## src/hw/rtl/eeg_pkg.sv

```systemverilog
// ----------------------------------------------------------------------------
// Extended Euclidean GCD - shared package
// Field widths, parameter defaults and the command/status bundles that pass
// between the controller and the datapath.
// ----------------------------------------------------------------------------
package eeg_pkg;

	localparam int OPND_W    = 31;  // operand and divisor width
	localparam int COEF_W    = 32;  // coefficient field width on the port
	localparam int SHIFT_W   = 5;   // divisor alignment count, up to OPND_W - 1
	localparam int WIDTH_DEF = 32;  // default coefficient arithmetic width

	localparam int IN_TDATA_W  = 64;  // 2 * OPND_W rounded up to bytes
	localparam int OUT_TDATA_W = 96;  // OPND_W + 2 * COEF_W rounded up to bytes

	// Commands from the controller, one per datapath action
	typedef struct packed {
		logic load;    // take a new operand pair, set the coefficient matrix to identity
		logic start;   // begin a remainder step: divisor <- a, remainder <- b
		logic shift;   // align the divisor one bit further left
		logic step;    // one restoring-division bit, quotient folded into accumulators
		logic update;  // fold the finished quotient into the coefficient matrix
		logic finish;  // copy gcd and coefficients into the result register
	} eeg_cmd_t;

	// Status back to the controller
	typedef struct packed {
		logic a_zero;      // first operand has reached zero
		logic align_more;  // divisor doubled still fits under the remainder
		logic last_bit;    // current division bit is the least significant one
	} eeg_sts_t;

endpackage

```

## src/hw/rtl/extended_euclid_gcd_unit.sv

```systemverilog
// ----------------------------------------------------------------------------
// Extended Euclidean GCD unit
// Returns gcd(a, b) and Bezout coefficients x, y with a*x + b*y = gcd.
//
//   channel  dir  tdata bits (lowest first)                         tlast tuser
//   s_       in   operand_a[30:0], operand_b[61:31], zero [63:62]    -     -
//   m_       out  divisor[30:0], coef_a[62:31], coef_b[94:63], 0[95] -     -
//
// One operand pair at a time. Each remainder step of the Euclidean descent
// aligns the divisor under the dividend, then runs the one-bit-per-cycle
// shift-subtract divider over s, the bit distance between the two. The time
// a pair takes grows with its steps and their s; when a is zero the result
// is written with no remainder step.
// The result register frees the unit to take the next pair while a result
// waits; a stalled result holds the unit only when the next one is ready.
// Reset is asynchronous and clears only control state.
// ----------------------------------------------------------------------------
module extended_euclid_gcd_unit #(
	parameter int WIDTH = eeg_pkg::WIDTH_DEF
) (
	input  logic                             clk,
	input  logic                             arst_n,
	input  logic                             s_tvalid,
	output logic                             s_tready,
	input  logic [eeg_pkg::IN_TDATA_W-1:0]   s_tdata,   // operand_a, operand_b
	output logic                             m_tvalid,
	input  logic                             m_tready,
	output logic [eeg_pkg::OUT_TDATA_W-1:0]  m_tdata    // divisor, coef_a, coef_b
);
	import eeg_pkg::*;

	eeg_cmd_t          cmd;
	eeg_sts_t          sts;
	logic [OPND_W-1:0] divisor;
	logic [COEF_W-1:0] coef_a, coef_b;

	eeg_ctrl u_ctrl (
		.clk      (clk),
		.arst_n   (arst_n),
		.s_tvalid (s_tvalid),
		.s_tready (s_tready),
		.m_tvalid (m_tvalid),
		.m_tready (m_tready),
		.sts      (sts),
		.cmd      (cmd)
	);

	eeg_datapath #(
		.WIDTH (WIDTH)
	) u_datapath (
		.clk       (clk),
		.cmd       (cmd),
		.sts       (sts),
		.operand_a (s_tdata[OPND_W-1:0]),
		.operand_b (s_tdata[2*OPND_W-1:OPND_W]),
		.divisor   (divisor),
		.coef_a    (coef_a),
		.coef_b    (coef_b)
	);

	assign m_tdata = {{(OUT_TDATA_W-OPND_W-2*COEF_W){1'b0}}, coef_b, coef_a, divisor};

endmodule

```

## src/hw/rtl/eeg_datapath.sv

```systemverilog
// ----------------------------------------------------------------------------
// Extended Euclidean GCD - datapath
// Shift-subtract divider for one remainder step, shift-add accumulation of
// quotient times coefficient, the 2x2 coefficient matrix and the result
// register.
// ----------------------------------------------------------------------------
module eeg_datapath #(
	parameter int WIDTH = eeg_pkg::WIDTH_DEF
) (
	input  logic                        clk,
	input  eeg_pkg::eeg_cmd_t           cmd,
	output eeg_pkg::eeg_sts_t           sts,
	input  logic [eeg_pkg::OPND_W-1:0]  operand_a,
	input  logic [eeg_pkg::OPND_W-1:0]  operand_b,
	output logic [eeg_pkg::OPND_W-1:0]  divisor,
	output logic [eeg_pkg::COEF_W-1:0]  coef_a,
	output logic [eeg_pkg::COEF_W-1:0]  coef_b
);
	import eeg_pkg::*;

	logic [OPND_W-1:0]  a_q, b_q, r_q;
	logic [OPND_W:0]    d_q;
	logic [SHIFT_W-1:0] s_q;
	logic [WIDTH-1:0]   acc0_q, acc1_q;
	logic [WIDTH-1:0]   p00_q, p01_q, p10_q, p11_q;

	logic [OPND_W:0]    r_ext, diff;
	logic               ge;
	logic [OPND_W-1:0]  r_next;
	logic [WIDTH-1:0]   acc0_next, acc1_next;
	logic [COEF_W-1:0]  x_ext, y_ext;

	assign r_ext  = {1'b0, r_q};
	assign ge     = r_ext >= d_q;
	assign diff   = r_ext - d_q;
	assign r_next = ge ? diff[OPND_W-1:0] : r_q;

	// Quotient bits arrive MSB first: acc = 2*acc + bit*p gives q*p mod 2^WIDTH
	assign acc0_next = {acc0_q[WIDTH-2:0], 1'b0} + (ge ? p00_q : '0);
	assign acc1_next = {acc1_q[WIDTH-2:0], 1'b0} + (ge ? p10_q : '0);

	assign sts.a_zero     = (a_q == '0);
	assign sts.align_more = {d_q[OPND_W-1:0], 1'b0} <= r_ext;
	assign sts.last_bit   = (s_q == '0);

	// Sign-extend or truncate the coefficients to the port width
	generate
		if (WIDTH >= COEF_W) begin : g_trunc
			assign x_ext = p01_q[COEF_W-1:0];
			assign y_ext = p11_q[COEF_W-1:0];
		end else begin : g_sext
			assign x_ext = {{(COEF_W-WIDTH){p01_q[WIDTH-1]}}, p01_q};
			assign y_ext = {{(COEF_W-WIDTH){p11_q[WIDTH-1]}}, p11_q};
		end
	endgenerate

	always_ff @(posedge clk) begin
		if (cmd.load) begin
			a_q   <= operand_a;
			b_q   <= operand_b;
			p00_q <= WIDTH'(1);
			p01_q <= '0;
			p10_q <= '0;
			p11_q <= WIDTH'(1);
		end
		if (cmd.start) begin
			d_q    <= {1'b0, a_q};
			r_q    <= b_q;
			s_q    <= '0;
			acc0_q <= '0;
			acc1_q <= '0;
		end
		if (cmd.shift) begin
			d_q <= {d_q[OPND_W-1:0], 1'b0};
			s_q <= s_q + SHIFT_W'(1);
		end
		if (cmd.step) begin
			r_q    <= r_next;
			acc0_q <= acc0_next;
			acc1_q <= acc1_next;
			d_q    <= d_q >> 1;
			s_q    <= s_q - SHIFT_W'(1);
			// last bit: the remainder is final, advance the operand pair
			if (sts.last_bit) begin
				a_q <= r_next;
				b_q <= a_q;
			end
		end
		if (cmd.update) begin
			// P <- P * [[-q, 1], [1, 0]]
			p00_q <= p01_q - acc0_q;
			p01_q <= p00_q;
			p10_q <= p11_q - acc1_q;
			p11_q <= p10_q;
		end
		if (cmd.finish) begin
			divisor <= b_q;
			coef_a  <= x_ext;
			coef_b  <= y_ext;
		end
	end

endmodule

```

## src/hw/rtl/eeg_ctrl.sv

```systemverilog
// ----------------------------------------------------------------------------
// Extended Euclidean GCD - controller
// Sequences load, remainder steps (align, divide, update) and result hand-off,
// and owns the input and output handshakes.
// ----------------------------------------------------------------------------
module eeg_ctrl (
	input  logic               clk,
	input  logic               arst_n,
	input  logic               s_tvalid,
	output logic               s_tready,
	output logic               m_tvalid,
	input  logic               m_tready,
	input  eeg_pkg::eeg_sts_t  sts,
	output eeg_pkg::eeg_cmd_t  cmd
);
	import eeg_pkg::*;

	typedef enum logic [2:0] {
		ST_IDLE,
		ST_CHECK,
		ST_ALIGN,
		ST_DIV,
		ST_UPDATE
	} state_t;

	state_t state_q;
	logic   out_valid_q;
	logic   out_free;

	assign out_free = !out_valid_q || m_tready;
	assign s_tready = (state_q == ST_IDLE);
	assign m_tvalid = out_valid_q;

	always_comb begin
		cmd = '0;
		case (state_q)
			ST_IDLE:   cmd.load = s_tvalid;
			ST_CHECK: begin
				if (sts.a_zero) begin
					cmd.finish = out_free;
				end else begin
					cmd.start = 1'b1;
				end
			end
			ST_ALIGN:  cmd.shift  = sts.align_more;
			ST_DIV:    cmd.step   = 1'b1;
			ST_UPDATE: cmd.update = 1'b1;
			default:   cmd = '0;
		endcase
	end

	always_ff @(posedge clk or negedge arst_n) begin
		if (!arst_n) begin
			state_q     <= ST_IDLE;
			out_valid_q <= 1'b0;
		end else begin
			// hold the result until taken; a new one may land the same cycle
			if (cmd.finish) begin
				out_valid_q <= 1'b1;
			end else if (m_tready) begin
				out_valid_q <= 1'b0;
			end
			case (state_q)
				ST_IDLE: begin
					if (s_tvalid) begin
						state_q <= ST_CHECK;
					end
				end
				ST_CHECK: begin
					if (!sts.a_zero) begin
						state_q <= ST_ALIGN;
					end else if (out_free) begin
						state_q <= ST_IDLE;
					end
				end
				ST_ALIGN: begin
					if (!sts.align_more) begin
						state_q <= ST_DIV;
					end
				end
				ST_DIV: begin
					if (sts.last_bit) begin
						state_q <= ST_UPDATE;
					end
				end
				ST_UPDATE: state_q <= ST_CHECK;
				default:   state_q <= ST_IDLE;
			endcase
		end
	end

endmodule

```

## config.mk

```make
export PLATFORM = sky130hd
export DESIGN_NAME = extended_euclid_gcd_unit
export DESIGN_NICKNAME = d
export VERILOG_FILES = /design/src/hw/rtl/eeg_pkg.sv /design/src/hw/rtl/extended_euclid_gcd_unit.sv /design/src/hw/rtl/eeg_datapath.sv /design/src/hw/rtl/eeg_ctrl.sv
export SDC_FILE = /design/constraint.sdc
export NUM_CORES = 1
export LEC_CHECK = 0
export ABC_AREA = 1
export ABC_CLOCK_PERIOD_IN_PS = 10500
export BUFFER_PORTS_ARGS = -buffer_cell sky130_fd_sc_hd__buf_2
export CORE_ASPECT_RATIO = 0.7
export CORE_MARGIN = 2
export CORE_UTILIZATION = 35
export CTS_CLUSTER_DIAMETER = 60
export DETAILED_ROUTE_END_ITERATION = 12
export MAX_ROUTING_LAYER = met4
export PLACE_DENSITY_LB_ADDON = 0.05
export SYNTH_ARGS = -nofsm -noshare
export SYNTH_HDL_FRONTEND = slang
export SYNTH_SLANG_ARGS = --single-unit
```

## constraint.sdc

```tcl
create_clock -name clk -period 10.5 [get_ports clk]
set_input_delay 1.575 -clock clk [delete_from_list [all_inputs] [get_ports clk]]
set_output_delay 1.575 -clock clk [all_outputs]
set_load 0.03 [all_outputs]
```

# Yosys cells after proc, flatten, opt, wreduce, memory -nomap -nowiden
# Index checks and enable logic that the tools add are counted.
[word_totals]
ff_bits = 421
latch_bits = 0
ramBits = 0
romBits = 0
output_inout_bits = 98
wordCells = 87
n_memories = 0
[classes]
n_addsub = 7
n_mul = 0
div_mod_pow = 0
order_cmp = 2
eq_ne = 8
shift = 0
muxes = 42
bitwise_logic = 0
reduce_logical = 11
[ops]
columns = ["cell", "n"]
rows = [
  ["32-bit 2-to-1 mux", 13],
  ["31-bit 2-to-1 mux", 10],
  ["32-bit adder", 2],
  ["32-bit subtractor", 2],
  ["31-bit by 32-bit greater-or-equal comparator with 1-bit output", 1],
  ["32-bit by 31-bit less-or-equal comparator with 1-bit output", 1],
  ["31-bit logical NOT", 1],
  ["31-bit subtractor", 1],
  ["3-bit 2-to-1 mux", 5],
  ["5-bit 2-to-1 mux", 3],
  ["3-bit one-hot mux with 5 select lines", 1],
  ["1-bit 2-to-1 mux", 10],
  ["2-bit nonzero test", 4],
  ["3-bit by 2-bit equality test with 1-bit output, second input constant", 2],
  ["2-bit inequality test, second input constant", 3],
  ["5-bit by 1-bit adder with 5-bit output, second input constant", 1],
  ["5-bit logical NOT", 1],
  ["5-bit by 1-bit subtractor with 5-bit output, second input constant", 1],
  ["4-bit AND reduction", 1],
  ["3-bit by 1-bit equality test with 1-bit output, second input constant", 1],
  ["3-bit equality test, second input constant", 1],
  ["3-bit logical NOT", 1],
  ["3-bit inequality test, second input constant", 1],
  ["3-bit nonzero test", 1],
  ["2 further kinds", 2],
]

# Longest topological paths before layout
[depth]
word_depth = 6
mapped_depth = 29
mapped_depth_nobuf = 27

# By module
# Synthesis repeated with hierarchy kept, for this count alone.
[unflattened]
cells_unflattened = 3321
area_unflattened_um2 = 26548.0
[by_module_without_submodules]
columns = ["module", "instances", "cells_each", "area_per_inst_um2", "seq_area_each_um2"]
rows = [
  ["eeg_datapath", 1, 3275, 26246.4, 11891.4],
  ["eeg_ctrl", 1, 44, 290.3, 100.1],
  ["extended_euclid_gcd_unit", 1, 2, 11.3, 0.0],
]

# Worst setup path before layout
# OpenSTA, ideal clock, no wires.
[synth_timing]
path_kind = "input -> register"
from = "in m_tready"
to = "reg u_datapath.coef_a[0] (netlist bit) (enable)"
arrival_ns = 5.586
required_ns = 9.950
slack_ns = 4.365
stages = 2
path_cell_list = "nor2_1 > nor2_1"
[synth_lines]
columns = ["item", "line", "rtl"]
rows = [
  ["start, declared", "extended_euclid_gcd_unit.sv:27", "input logic m_tready,"],
  ["end signal, assigned", "eeg_datapath.sv:98", "coef_a <= x_ext;"],
  ["end, declared", "eeg_datapath.sv:16", "output logic [eeg_pkg::COEF_W-1:0] coef_a,"],
]

# Worst setup path after layout
[layout_timing]
from = "reg u_datapath.d_q[23]"
to = "reg u_datapath.acc0_q[25] (data pin)"
[layout_via]
elab_chain_cells = 4
[layout_lines]
columns = ["item", "line", "rtl"]
rows = [
  ["start, declared", "eeg_datapath.sv:22", "logic [OPND_W:0] d_q;"],
  ["start signal, assigned", "eeg_datapath.sv:67", "d_q <= {1'b0, a_q};"],
  ["start signal, assigned", "eeg_datapath.sv:74", "d_q <= {d_q[OPND_W-1:0], 1'b0};"],
  ["start signal, assigned", "eeg_datapath.sv:81", "d_q <= d_q >> 1;"],
  ["31-bit by 32-bit greater-or-equal comparator with 1-bit output", "eeg_datapath.sv:34", "assign ge = r_ext >= d_q;"],
  ["32-bit 2-to-1 mux", "eeg_datapath.sv:39", "assign acc0_next = {acc0_q[WIDTH-2:0], 1'b0} + (ge ? p00_q : '0);"],
  ["32-bit adder", "eeg_datapath.sv:39", ""],
  ["32-bit 2-to-1 mux", "eeg_datapath.sv:77", "if (cmd.step) begin"],
  ["end signal, assigned", "eeg_datapath.sv:79", "acc0_q <= acc0_next;"],
  ["end, declared", "eeg_datapath.sv:24", "logic [WIDTH-1:0] acc0_q, acc1_q;"],
]
# No other way between the ends.
# A chain may end at the register's enable or synchronous reset.

==> impl_metrics.tcl <==
set metrics [dict create \
    rsz0062_at_grt "false" \
    vias_per_cell 5.134 \
    cpLargestDelayFamily "compound AO/OA/AOI/OAI gates" \
    whs_path_depth 0 \
    async_reset_ff_share_pct 0.9501 \
    placementRows 84 \
    dr.pass1.iters 5 \
    critical_path.cell_chain "inv_1 > ha_1 > a21oi_1 > nand3_1 > a21oi_1 > nand2_2 > inv_2 > buf_4 > nor2_1 > ha_1 > nand2_1 > nand2_1 > o21ai_0 > o21ai_0 > inv_1 > o21ai_0 > nand2_1 > nand3_1 > nand2_1 > nand2_1 > nor2_1" \
    finalSetupTns_ns 0 \
    grt_pass1_wl_um 135100 \
    cp_slowest_cell "buf_4" \
    path_buf_inv 4 \
    cts.path.max_buffers 3 \
    grt_max_degree 77 \
    n_fill_cell 7736 \
    path_max_fanout 64 \
    yosysSeqAreaShare_pct 45.16 \
    remaining_drc_errors 0 \
    cts_made_buffers 48 \
    hold_start "u_datapath.p11_q[27]" \
    syn_inst 3386 \
    period_share_pct 52.55 \
    route.met2.wl_um 32890 \
    grt_antenna_before_repair 4 \
    clk_pin_slew_ns 0.06 \
    ys_ff_latch 421 \
    synth_top_area_share_pct 40.03 \
    avgRoutedWirePerCell_um 19.31 \
    worst_slew_pin_slew_ns 1.109 \
    drtIter0Drc 1898 \
    cp-start-kind "flip-flop" \
    status "completed" \
    instances_no_fill 4565 \
    io_pins 166 \
    grt_pass1_vias 22450 \
    synthTopCellsByArea "edfxtp_1 (40%), nand2_1 (11%), ha_1 (8.8%)" \
    cts_resized 0 \
    r2r_cells 21 \
    syn-cell-area_mm2 0.02655 \
    r2r-end "u_datapath.acc0_q[25]" \
    holdCritPathClass "flip-flop to flip-flop" \
    synth_edf_count 354 \
    setup_viol 0 \
    yosysMostFrequentCell "nand2_1" \
    netlist_top_cells_count "nand2_1 (779), inv_1 (457), nor2_1 (449)" \
    crit_required_ns 10.89 \
    grt.total_usage_pct 23.16 \
    min_to "u_datapath.coef_b[27]" \
    core_area_mm2 0.07515 \
    post_cts_buffers 0 \
    skew_ns 0.01960 \
    post-route-min-period_ns 5.517 \
    die_h_um 234.5 \
    synth.largest_area_cell "edfxtp_1" \
    dpl.cell_count 4475 \
    synth_warnings 0 \
    die_w_um 333.2 \
    hold_viol_final 0 \
    synth_nets 3645 \
    clkSinkCount 421 \
    cts_tree "done" \
    critical_path.reg2reg.startpoint "u_datapath.d_q[23]" \
    ant_nets 0 \
    slew_headroom_pct 25.91 \
    hold_buffers 0 \
    wl_um 88140 \
    max_freq_mhz 181.2 \
    cts_root_buf "clkbuf_16" \
    vias 23440 \
    route.met3.wl_um 5191 \
    avgSynthCellArea_um2 7.842 \
    top_layer "met4" \
    ys_types 47 \
    cts_max_level 2 \
    drv_slew 0 \
    ff2ff_setup_slack_ns 4.98 \
    maxCapViolCount 0 \
    m1WireLength_um 48980 \
    grt_remaining_overflow 0 \
    clock_latency_ns 0.63 \
    place.port_buffers 162 \
    arrival_ns 5.90 \
    die_area_mm2 0.07813 \
    ys.flop_type "edfxtp_1" \
    fin_nets 3795 \
    drive_gt1_share_pct 7.888 \
    hpwl_um 66550 \
    end_kind "flip-flop" \
    area_growth_pct 13.02 \
    critPathKind "flip-flop to flip-flop" \
    critical_path.max_stage_delay_ns 0.70 \
    initial_core_util_pct 35.34 \
    cpMostUsedCell "nand2_1" \
    gp_congestion 0.9196 \
]
logic make-up after synthesis:
family,Yosys count,synth area share (%)
flops,421,45.16
fa+ha+maj,191,9.141
simple gates,1549,23.84
compound gates,657,13.17
xor+xnor,23,0.7586
buf+inv,544,7.916
other cells,1,0.01412
cell type report:
cell class              count  area, um^2  share of cell area (%)
flip-flops and latches    421       11990                   39.96
clock inverters            33       375.4                   1.251
well taps                 989        1237                   4.123
multi-input cells        2421       12470                   41.56
clock buffers              56        1241                   4.136
inverters                 465        1753                   5.841
repair buffers            179       938.4                   3.127
diodes                      1       2.502                0.008338
through the flow:
stage / setup WS, ns / util [%] / hold WS, ns / instance area, um^2
2_1_floorplan: 4.365 / - / 0.4252 / 26550
5_1_grt: 4.508 / 39.94 / 0.4760 / 30010
3_3_place_gp: 5.080 / 37.78 / 0.4464 / 28390
6_report: 4.983 / 39.94 / 0.4592 / 30010
4_1_cts: 5.054 / 39.94 / 0.4599 / 30010
3_5_place_dp: 5.092 / 37.78 / 0.4460 / 28390
flip-flops by register name, indices dropped and copies added (netlist names), 32 cells and up:
| register | flops |
|---|---|
| u_datapath.p00_q | 32 |
| u_datapath.p01_q | 32 |
| u_datapath.d_q | 32 |
| u_datapath.acc0_q | 32 |
| u_datapath.coef_a | 32 |
| u_datapath.acc1_q | 32 |
| u_datapath.p10_q | 32 |
| u_datapath.p11_q | 32 |
| u_datapath.coef_b | 32 |
worst max path at each step:
stage | start | end | slack, ns | cells past startpoint
floorplan | m_tready | u_datapath.coef_a[0] | 4.36 | 2
global placement | u_datapath.d_q[23] | u_datapath.acc0_q[19] | 5.08 | 21
detailed placement | u_datapath.d_q[15] | u_datapath.acc0_q[25] | 5.09 | 25
CTS | u_datapath.d_q[15] | u_datapath.acc0_q[25] | 5.05 | 25
global route | u_datapath.d_q[3] | u_datapath.acc0_q[22] | 4.51 | 25
finish | u_datapath.d_q[23] | u_datapath.acc0_q[25] | 4.98 | 21
worst register-to-register path, delay by kind of cell, from the launching register on:
| kind | cells | cell delay [ns] |
|---|---|---|
| AO/OA/AOI/OAI | 5 | 1.75 |
| buffers and inverters | 4 | 1.28 |
| AND/OR/NAND/NOR | 10 | 1.05 |
| adder cells (fa/ha/maj) | 2 | 0.77 |
| flip-flops | 1 | 0.42 |
cell usage in the layout, fill, tap and decap left out, types with 35 or more instances in the layout:
cell type / n
a21oi_1: 285
buf_2: 162
clkbuf_16: 48
dfxtp_1: 63
edfxtp_1: 354
ha_1: 186
inv_1: 454
nand2_1: 777
nand3_1: 225
nor2_1: 448
nor3_1: 35
o21ai_0: 263
metal layers:
layer	global-route usage, %	up-vias
li1	-	11640
met1	36.88	11170
met2	30.40	560
met3	3.624	65
met4	3.818	0
met5	-	-
Power is left out: the tool's default activity adds up to more than one toggle a clock period on the data nets, which glitch-free logic cannot reach.
